<file path="config.mk">
export PLATFORM = sky130hd
export DESIGN_NAME = sle_cell
export DESIGN_NICKNAME = d
export VERILOG_FILES = /design/src/sequential_list_engine_top_macros.svh /design/src/sle_pkg.sv /design/src/sle_cell.sv
export SDC_FILE = /design/constraint.sdc
export NUM_CORES = 1
export LEC_CHECK = 0
export BUFFER_PORTS_ARGS = -buffer_cell sky130_fd_sc_hd__buf_4
export CORE_UTILIZATION = 43
export CTS_BUF_LIST = sky130_fd_sc_hd__clkbuf_4 sky130_fd_sc_hd__clkbuf_8
export DETAILED_ROUTE_END_ITERATION = 6
export PLACE_DENSITY = 0.88
export RECOVER_POWER = 25
export SLEW_MARGIN = 20
export SYNTH_ARGS = -nofsm -noshare
export SYNTH_HDL_FRONTEND = slang
export SYNTH_SLANG_ARGS = --single-unit
</file>
<file path="constraint.sdc">
create_clock -name i_clk -period 9.5 [get_ports i_clk]
set_clock_uncertainty 0.15 [all_clocks]
set_input_delay 2.375 -clock i_clk [delete_from_list [all_inputs] [get_ports i_clk]]
set_output_delay 2.375 -clock i_clk [all_outputs]
set_load 0.05 [all_outputs]
</file>
<file path="src/sequential_list_engine_top_macros.svh">
// Assertion macros for the sequential list engine.
// Included by files that check their own logic; no other dependencies.
`ifndef SEQUENTIAL_LIST_ENGINE_TOP_MACROS_SVH
`define SEQUENTIAL_LIST_ENGINE_TOP_MACROS_SVH

// Same-cycle implication, disabled while reset is asserted.
`define SLE_ASSERT_NOW(label, clk, rst_n, ante, cons) \
    label: assert property (@(posedge clk) disable iff (!rst_n) (ante) |-> (cons)) \
        else $error("sequential list engine check failed");

// Next-cycle implication, disabled while reset is asserted.
`define SLE_ASSERT_NEXT(label, clk, rst_n, ante, cons) \
    label: assert property (@(posedge clk) disable iff (!rst_n) (ante) |=> (cons)) \
        else $error("sequential list engine check failed");

`endif

</file>
<file path="src/sle_pkg.sv">
// Shared types and constants for the sequential list engine.
// No dependencies.
package sle_pkg;

    localparam int CAPACITY_DEF = 64;
    localparam int VALUE_W      = 32;
    localparam int POS_W        = 7;
    localparam int FOUND_W      = 6;
    localparam int LEN_W        = 7;

    localparam logic [1:0] OP_FIND   = 2'd0;
    localparam logic [1:0] OP_INSERT = 2'd1;
    localparam logic [1:0] OP_DELETE = 2'd2;

    localparam logic [1:0] ST_OK        = 2'd0;
    localparam logic [1:0] ST_FULL      = 2'd1;
    localparam logic [1:0] ST_POSITION  = 2'd2;
    localparam logic [1:0] ST_NOT_FOUND = 2'd3;

    typedef logic signed [VALUE_W-1:0] t_elem;

    typedef struct packed {
        logic [1:0]             op;
        logic signed [VALUE_W-1:0] value;
        logic [POS_W-1:0]       position;
    } t_in;

    typedef struct packed {
        logic [1:0]         status;
        logic [FOUND_W-1:0] found_index;
        logic [LEN_W-1:0]   length;
    } t_out;

    typedef struct packed {
        logic             shift_up;
        logic             shift_down;
        logic [POS_W-1:0] position;
        t_elem            value;
    } t_cell_ctl;

endpackage

</file>
<file path="src/sle_cell.sv">
// One storage cell of the list chain: holds one element and its match flag.
// Depends on sle_pkg.
module sle_cell #(
    parameter int IDX   = 0,
    parameter int IDX_W = 6,
    parameter int CNT_W = 7
) (
    input  logic               i_clk,
    input  sle_pkg::t_cell_ctl i_ctl,
    input  logic [CNT_W-1:0]   i_count,
    input  sle_pkg::t_elem     i_left,
    input  sle_pkg::t_elem     i_right,
    output sle_pkg::t_elem     o_elem,
    output logic               o_match
);
    import sle_pkg::*;

    localparam int CW = (IDX_W > POS_W) ? IDX_W : POS_W;
    localparam logic [CW-1:0]    L_IDX   = CW'(IDX);
    localparam logic [CNT_W-1:0] L_IDX_C = CNT_W'(IDX);

    t_elem          r_elem;
    t_elem          n_elem;
    logic           r_match;
    logic           n_match;
    logic [CW-1:0]  w_pos;

    always_comb begin
        w_pos   = CW'(i_ctl.position);
        n_elem  = r_elem;
        n_match = (r_elem == i_ctl.value) && (L_IDX_C < i_count);
        if (i_ctl.shift_up) begin
            if (L_IDX > w_pos) begin
                n_elem = i_left;
            end else if (L_IDX == w_pos) begin
                n_elem = i_ctl.value;
            end
        end else if (i_ctl.shift_down && (L_IDX >= w_pos)) begin
            n_elem = i_right;
        end
    end

    always_ff @(posedge i_clk) begin
        r_elem  <= n_elem;
        r_match <= n_match;
    end

    assign o_elem  = r_elem;
    assign o_match = r_match;

endmodule

</file>
==> out/metrics.cfg, run 1 <==
[synth]
yosys.area.top_type_share_pct=54.5
synth_area_leaders=edfxtp_1, mux2_2, xor2_1
syn_nets=230
ys_ff_latch=33
synth_seq_area_share_pct=55.6
synth.yosys.warnings=0
syn_inst=117
post_synth.cell_area_avg_um2=15.1
synthDistinctLibCells=14
synth_area_um2=1760
post-synth-top-area-cell=edfxtp_1

[drt]
met3RoutedLength_um=547
met1Wirelength_mm=1.52
num_vias=1399
drt_pass1_iterations=4
drc_errors=0
postRouteAntennaNets=0
route.met2.wl_mm=2.00
routed_wirelength_normalized_by_instance_count_um=14.5
initialDrtViolationCount=68
postRouteWirelength_mm=4.10
dr.max_layer_used=met4
post_drt_via_cell_ratio=4.94

[cts]
cts.htree.levels=2
numClockSinks=33
path_clk_slew_ps=70
cts_hold_buffers=0
tritoncts.num_buffers=5
cts_tree=built
clock_latency_at_the_later_pin_of_the_worst_skew_pair_ps=280
clockBufferDepth=2
cts_repair_resize_count=0
cts-root-buf=clkbuf_8
postCtsSetupBuffers=0

[die]
io-pin-count=146
initial_core_util_pct=46.4
fp.dieH_um=66.1
die_wd_um=66.1
dieArea_um2=4360
row_count=22
core_um2=3800

[status]
run_status=finished, violations left
violated_checks=capacitance limit, slew limit

[finish]
final_util_pct=72.7
antenna-diode-count=0
drive_gt1_share_pct=67.2
final_cell_count_no_fill=283
flow.area_growth_from_synthesis_pct=56.5
final_nets=347
fillCellCount=254

[sta]
worst-slew-pin-transition_ps=1750
report.final.hold_viol_count=0
grt_setup_unrepaired=no
totalNegativeSetupSlack_ps=0
setup_viol_count_final=0
report.final.slew_viol_count=34
finalWorstPathRequiredPeriod_ps=4770
relSlewSlack_pct=-16.6
period_share_pct=50.2
fmaxAchievable_ghz=0.209
hold_worst_slack_ps=483

[hold_path]
hold_path_stages=3
hold_class=flop to flop

[power]
total_leakage_power_nw=1.16
power.ir.vdd_worst_v=0.000107
power_per_cell_area_nw_per_um2=119

[grt]
globalRouteTotalUtil_pct=20.0
wire_length_of_the_first_global_routing_pass_mm=6.25
grt_pass1_vias=1447
pin_count_of_the_biggest_net_entering_global_routing=34
global_route.overflow_total=0
grt_antenna_before_repair=0

[placed_design]
finalWeightedCongestion=0.719
buffer_ports.inserted=113
dp.cells=275
post-dp-hpwl_mm=3.25

[critical_path]
path_class=input port to flop
worst_r2r_path_depth=4
worst_ep_required_time_ps=9280
maximum_net_fanout_on_the_critical_path=33
category_of_the_worst_setup_path_capture_point=flop
cp-start-kind=input port
critPathArrivalTime_ps=4550

[flow_run]
cap_viol_max_count=1

==> cell usage after synthesis, drive strengths merged <==
library cell	n
edfxtp	32
mux2	32
xor2	28
nor4	10
xnor2	4
buf	3
nand4	2
a2111oi	1
clkbuf	1
dfxtp	1
nand3	1
nor3	1
o21ai	1
==> flip-flops by register name (all words and copies together) (netlist names) <==
register and flops:
o_elem 32, o_match 1
==> layer usage <==
metal / track usage, % / vias up
li1: - / 676
met1: 20.9 / 651
met2: 33.0 / 70
met3: 11.2 / 2
met4: 8.24 / 0
met5: 0 / -
==> stage by stage <==
step | instance area [µm²] | worst slack (ps) | total power [mW]
2_1_floorplan | 1760 | 2870 | 0.188
3_3_place_gp | 2670 | 5480 | 0.218
3_5_place_dp | 2670 | 5470 | 0.219
4_1_cts | 2770 | 5780 | 0.331
5_1_grt | 2760 | 4410 | 0.340
6_report | 2760 | 4730 | 0.328
==> kinds of logic (layout without fill, tap and decap cells) <==
logic type	after synthesis	count (layout)	synth area share, %
flip-flops	33	33	55.6
XOR/XNOR	32	32	15.9
multiplexers	32	32	20.4
AND/OR/NAND/NOR	14	14	5.89
buffers and inverters	4	122	1.06
AO/OA/AOI/OAI	2	2	1.13
==> final timing paths <==
path / endpoint / slack, ps / from
max: o_elem[21]$_DFFE_PP_ / 4730 / i_ctl[40]
min: o_match$_DFF_P_ / 480 / o_elem[27]$_DFFE_PP_
max reg2reg: o_match$_DFF_P_ / 7790 / o_elem[15]$_DFFE_PP_
min reg2reg: o_match$_DFF_P_ / 480 / o_elem[27]$_DFFE_PP_
==> critical path: stages <==
cell      delay, ps
clkbuf_1       1230
o21ai_0         300
nor4_2          200
buf_4           410
==> cell usage in the layout, fill, tap and decap left out <==
| cell type | instances |
|---|---|
| a2111oi_2 | 1 |
| buf_4 | 113 |
| clkbuf_1 | 1 |
| clkbuf_4 | 2 |
| clkbuf_8 | 6 |
| dfxtp_1 | 1 |
| edfxtp_1 | 32 |
| mux2_2 | 32 |
| nand3_1 | 1 |
| nand4_1 | 2 |
| nor3_1 | 1 |
| nor4_1 | 6 |
| nor4_2 | 4 |
| o21ai_0 | 1 |
| xnor2_1 | 4 |
| xor2_1 | 28 |
==> power by group <==
group	switching (mW)	leakage (nW)	total (mW)	internal [mW]
registers	0.000478	0.296	0.162	0.161
clock network	0.0473	0.0523	0.112	0.0647
logic	0.0186	0.807	0.0539	0.0353
==> area by class of cell <==
| type | count | area (µm²) | share of cell area, % |
|---|---|---|---|
| flip-flops and latches | 33 | 981 | 35.5 |
| repair buffers | 114 | 852 | 30.9 |
| multi-input cells | 80 | 771 | 27.9 |
| clock buffers | 8 | 97.6 | 3.53 |
| well taps | 48 | 60.1 | 2.17 |
Power figures use the tool's default switching activity.
==> run 2: changes to the inputs <==
--- a/config.mk
+++ b/config.mk
@@ -5,11 +5,12 @@
 export SDC_FILE = /design/constraint.sdc
 export NUM_CORES = 1
 export LEC_CHECK = 0
+export ABC_AREA = 1
 export BUFFER_PORTS_ARGS = -buffer_cell sky130_fd_sc_hd__buf_4
-export CORE_UTILIZATION = 43
+export CORE_UTILIZATION = 42
 export CTS_BUF_LIST = sky130_fd_sc_hd__clkbuf_4 sky130_fd_sc_hd__clkbuf_8
 export DETAILED_ROUTE_END_ITERATION = 6
-export PLACE_DENSITY = 0.88
+export PLACE_DENSITY = 0.83
 export RECOVER_POWER = 25
 export SLEW_MARGIN = 20
 export SYNTH_ARGS = -nofsm -noshare
==> constraint.sdc (replaced) <==
create_clock -name i_clk -period 4.92 [get_ports i_clk]
set_clock_uncertainty 0.15 [all_clocks]
set_input_delay 1.23 -clock i_clk [delete_from_list [all_inputs] [get_ports i_clk]]
set_output_delay 1.23 -clock i_clk [all_outputs]
set_load 0.05 [all_outputs]
==> run 2 against run 1 <==
Against the previous run: clock power grew 100%; non-clock buffer count unchanged; first-iteration DRC count increased by 47%; hold slack better by 40 ps; clock-buffer cell count decreased by 1; synthesized cell count increased by 120%; critical path type unchanged; the run now ends clean; critical path depth is 1 lower; worst setup slack worse by 2900 ps; via count rose by 43%; synthesized area grew 10%; largest power group unchanged.
==> out/metrics.cfg, run 2 <==
[grt]
grt_util_met2_pct=38.2
grt_antenna_before_repair=0
pin_count_of_the_biggest_net_entering_global_routing=53
globalRouteTotalUtil_pct=21.1
grtUsageMet1_pct=24.0
global_route.overflow_total=0
grt_pass1_vias=1997
globalRouteMet3Util_pct=5.05
gr-max-usage-layer=met2
wire_length_of_the_first_global_routing_pass_mm=8.18

[die]
die_wd_um=70.1
initial_core_util_pct=44.1
core_um2=4410
fp.dieH_um=70.1
dieArea_um2=4910
io-pin-count=146
row_count=24

[sta]
worst-slew-pin-transition_ps=1360
period_share_pct=62.0
hold_worst_slack_ps=523
report.final.slew_viol_count=0
fmaxAchievable_ghz=0.328
setup_viol_count_final=0
report.final.hold_viol_count=0
relSlewSlack_pct=9.55
grt_setup_unrepaired=no
finalWorstPathRequiredPeriod_ps=3050
totalNegativeSetupSlack_ps=0

[placed_design]
finalWeightedCongestion=0.797
postPlaceCellArea_um2=2860
buffer_ports.inserted=113
post-dp-hpwl_mm=3.77

[synth]
synth_seq_area_share_pct=50.4
synth_commonest_cells=nand2_1, inv_1, edfxtp_1
synthMostInstantiatedCell=nand2_1
post_synth.cell_area_avg_um2=7.44
synthDistinctLibCells=19
syn_nets=375
synthFlopType=edfxtp_1
synth-edff-count=32
synth.yosys.warnings=0
async_reset_ff_share_pct=0
yosys.area.top_type_share_pct=49.3
synth_area_um2=1950
synth_area_leaders=edfxtp_1, nand2_1, inv_1
syn_inst=262
ys_ff_latch=33
post-synth-top-area-cell=edfxtp_1

[cts]
cts_hold_buffers=0
cts-root-buf=clkbuf_8
postCtsSetupBuffers=0
clock_latency_at_the_later_pin_of_the_worst_skew_pair_ps=280
clockBufferDepth=2
tritoncts.num_buffers=5
cts_tree=built
cts_repair_resize_count=0
path_clk_slew_ps=70
numClockSinks=33
cts.htree.levels=2

[hold_path]
hold_class=flop to flop
hold_start=o_elem[28]$_DFFE_PP_

[finish]
flow.area_growth_from_synthesis_pct=49.1
final_nets=490
antenna-diode-count=0
drive_gt1_share_pct=29.4
final_design_area_no_fill_um2=2910
most-common-layout-cells=nand2_1, buf_4, inv_1
largest_register_ff_count=32
fillCellCount=409
most_common_cell_after_layout_fill_and_taps_aside=nand2_1

[critical_path]
setup.worst_path.start=i_ctl[40]
critPathArrivalTime_ps=2870
cp-start-kind=input port
category_of_the_worst_setup_path_capture_point=flop
worstReg2RegStart=o_elem[9]$_DFFE_PP_
worst_ep_required_time_ps=4740
maximum_net_fanout_on_the_critical_path=52
path_class=input port to flop

[power]
power_per_cell_area_nw_per_um2=222
power.ir.vdd_worst_v=0.000138
total_leakage_power_nw=1.47

[drt]
drc_errors=0
postRouteWirelength_mm=4.93
num_vias=1994
routed_wirelength_normalized_by_instance_count_um=11.5
drt_pass1_iterations=4
postRouteAntennaNets=0
initialDrtViolationCount=100
post_drt_via_cell_ratio=4.64

[status]
run_status=completed

[flow_run]
cap_viol_max_count=0

run 2: cell types whose count changed after synthesis, moves of 3 or more:
cell     previous run  this run
nor4_2              3         0
inv_1               0        37
xor2_1             28         1
xnor2_1             4         9
nand2_1             0       119
mux2_2             32         0
o21ai_0             1        24
nor2_1              0        21
nor4_1              7         1
run 2: final timing paths:
kind,to,slack (ps),cells after the start
max,o_elem[18]$_DFFE_PP_,1870,3
min,o_match$_DFF_P_,520,5
max reg2reg,o_match$_DFF_P_,3630,6
min reg2reg,o_match$_DFF_P_,520,5
run 2: layer usage:
| layer | vias up | share of wire [%] | wire length (µm) |
|---|---|---|---|
| met5 | - | 0 | 0 |
| met3 | 7 | 8.1 | 399 |
| met2 | 80 | 49 | 2440 |
| li1 | 1038 | - | - |
| met4 | 0 | 1.4 | 68 |
| met1 | 869 | 41 | 2020 |
run 2: worst max-delay path, cell delays in order:
cell and delay (ps):
clkbuf_1 260, inv_1 1060, o21ai_0 280
run 2: power by group:
part / switching (mW) / internal (mW)
sequential: 0.000961 / 0.312
clock: 0.0987 / 0.126
combinational: 0.0478 / 0.0590
run 2: cell families after synthesis:
logic type	synth area share (%)
and+or+nand+nor	29.6
buffers and inverters	8.73
DFF	50.4
AOI/OAI and AO/OA	6.81
xor gates and xnor gates	4.50
run 2: layout make-up:
class	count	area, µm²	area share [%]
inverter	38	143	4.91
clock inverter	1	5.00	0.172
multi-input combinational	185	812	28.0
clock buffer	7	96.3	3.32
timing repair buffer	114	803	27.6
tap	52	65.1	2.24
sequential	33	981	33.8
run 2: through the flow:
| stage | power [mW] | cells | setup slack (ps) | util [%] |
|---|---|---|---|---|
| floorplan | 0.364 | 262 | 1140 | - |
| global placement | 0.423 | 422 | 2260 | 64.7 |
| detailed placement | 0.427 | 422 | 2220 | 64.7 |
| CTS | 0.653 | 430 | 2530 | 67.0 |
| global route | 0.672 | 430 | 1600 | 65.8 |
| finish | 0.645 | 430 | 1870 | 65.8 |
==> run 3: changes to the inputs <==
--- a/config.mk
+++ b/config.mk
@@ -5,12 +5,12 @@
 export SDC_FILE = /design/constraint.sdc
 export NUM_CORES = 1
 export LEC_CHECK = 0
-export ABC_AREA = 1
+export ABC_AREA = 0
 export BUFFER_PORTS_ARGS = -buffer_cell sky130_fd_sc_hd__buf_4
-export CORE_UTILIZATION = 42
+export CORE_UTILIZATION = 36
 export CTS_BUF_LIST = sky130_fd_sc_hd__clkbuf_4 sky130_fd_sc_hd__clkbuf_8
 export DETAILED_ROUTE_END_ITERATION = 6
-export PLACE_DENSITY = 0.83
+export PLACE_DENSITY = 0.79
 export RECOVER_POWER = 25
 export SLEW_MARGIN = 20
 export SYNTH_ARGS = -nofsm -noshare
==> constraint.sdc (replaced) <==
create_clock -name i_clk -period 2.69 [get_ports i_clk]
set_clock_uncertainty 0.15 [all_clocks]
set_input_delay 0.6725 -clock i_clk [delete_from_list [all_inputs] [get_ports i_clk]]
set_output_delay 0.6725 -clock i_clk [all_outputs]
set_load 0.05 [all_outputs]
==> run 3 against run 2 <==
Against the previous run: worst setup slack lost 1300 ps; critical path depth rose by 1; utilization fell by 6.5 points; hold slack worse by 28 ps; largest power group unchanged.
==> out/metrics.cfg, run 3 (synthesis results as in run 1) <==
[status]
run_status=completed

[grt]
globalRouteTotalUtil_pct=16.9
grt_util_met2_pct=29.5
global_route.overflow_total=0
globalRouteMet3Util_pct=4.86
gr-max-usage-layer=met2
wire_length_of_the_first_global_routing_pass_mm=6.48
grt_pass1_vias=1399
grt_antenna_before_repair=0
pin_count_of_the_biggest_net_entering_global_routing=33
grtUsageMet1_pct=19.7

[sta]
period_share_pct=78.2
finalWorstPathRequiredPeriod_ps=2100
worst_slack_ps=585
report.final.hold_viol_count=0
relSlewSlack_pct=59.0
fmaxAchievable_ghz=0.475
worst-slew-pin-transition_ps=616
grt_setup_unrepaired=no
setup_viol_count_final=0
hold_worst_slack_ps=495
report.final.slew_viol_count=0

[finish]
flow.area_growth_from_synthesis_pct=58.8
fillCellCount=398
antenna-diode-count=0
most-common-layout-cells=buf_4, mux2_2, edfxtp_1
most_common_cell_after_layout_fill_and_taps_aside=buf_4
largest_register_ff_count=32
final_nets=348
drive_gt1_share_pct=66.9

[drt]
initialDrtViolationCount=84
routed_wirelength_normalized_by_instance_count_um=14.3
drc_errors=0
postRouteWirelength_mm=4.32
post_drt_via_cell_ratio=4.69
drt_pass1_iterations=4
num_vias=1421
postRouteAntennaNets=0

[cts]
cts_hold_buffers=0
postCtsSetupBuffers=0
clockBufferDepth=2
cts-root-buf=clkbuf_8
cts_tree=built
clock_latency_at_the_later_pin_of_the_worst_skew_pair_ps=280
cts.htree.levels=2
tritoncts.num_buffers=5
numClockSinks=33
path_clk_slew_ps=70
cts_repair_resize_count=0

[hold_path]
hold_path_stages=3
hold_class=flop to flop
hold_start=o_elem[17]$_DFFE_PP_
hold_path_end=o_match$_DFF_P_

[power]
power.ir.vdd_worst_v=0.000185
power_per_cell_area_nw_per_um2=401
total_leakage_power_nw=1.15
power.total_mw=1.12

[critical_path]
worst_r2r_path_depth=4
worstReg2RegStart=o_elem[23]$_DFFE_PP_
ff2ff_setup_slack_ps=880
maximum_net_fanout_on_the_critical_path=32
cp-start-kind=input port
worst_ep_required_time_ps=2510
worstPathCellList=clkbuf_1 -> o21ai_1 -> nor4_4 -> buf_12
category_of_the_worst_setup_path_capture_point=flop
path_class=input port to flop
critPathArrivalTime_ps=1930
critical-path-slowest-cell=clkbuf_1
worst_flop_to_flop_path_endpoint=o_match$_DFF_P_
max_stage_delay_ps=460

[die]
core_um2=4720
row_count=25
io-pin-count=146
die_wd_um=72.0
initial_core_util_pct=37.4
fp.dieH_um=72.0
dieArea_um2=5180

[placed_design]
finalWeightedCongestion=0.714
detailedPlace.worstSlack_ps=482
buffer_ports.inserted=113
post-dp-hpwl_mm=3.38

[flow_run]
cap_viol_max_count=0

[run 3: final cells by class]
class                      instances  area, µm²  area share, %
sequential                        33        981           35.0
tap                               67       83.8           2.99
clock buffer                       5       68.8           2.46
timing repair buffer             115        865           30.9
clock inverter                     3       17.5          0.625
multi-input combinational         80        786           28.0
[run 3: power breakdown]
part           leakage (nW)  switching [mW]  total [mW]  internal, mW
combinational         0.809          0.0687       0.194         0.125
sequential            0.296         0.00168       0.572         0.570
clock                0.0439           0.180       0.359         0.178
total                  1.15           0.251        1.12         0.873
[run 3: worst max path at each step]
stage / from / to / slack, ps / cells after the start
floorplan: i_ctl[35] / o_elem[0]$_DFFE_PP_ / -30 / 3
global placement: i_ctl[23] / o_match$_DFF_P_ / 470 / 5
detailed placement: i_ctl[35] / o_elem[3]$_DFFE_PP_ / 480 / 5
CTS: i_ctl[23] / o_match$_DFF_P_ / 770 / 5
global route: i_ctl[40] / o_elem[26]$_DFFE_PP_ / 440 / 4
finish: i_ctl[40] / o_elem[5]$_DFFE_PP_ / 590 / 4
[run 3: worst max-delay path: cells and delay by family]
family                 cells  cell delay [ps]
AO/OA/AOI/OAI              1              210
buffers and inverters      2              710
AND/OR/NAND/NOR            1              310
[run 3: stage by stage]
stage                     cells  setup TNS (ps)  utilization (%)  instance area (µm²)
after detailed placement    295               0             57.7                 2730
after floorplan             117           -1050                -                 1800
after CTS                   303               0             59.5                 2810
final                       303               0             59.3                 2800
after global placement      295               0             57.7                 2730
after global routing        303               0             59.3                 2800
[run 3: routing by layer]
metal,vias up,wire (µm)
li1,677,-
met1,665,1700
met2,75,2210
met3,4,369
met4,0,42
met5,-,0
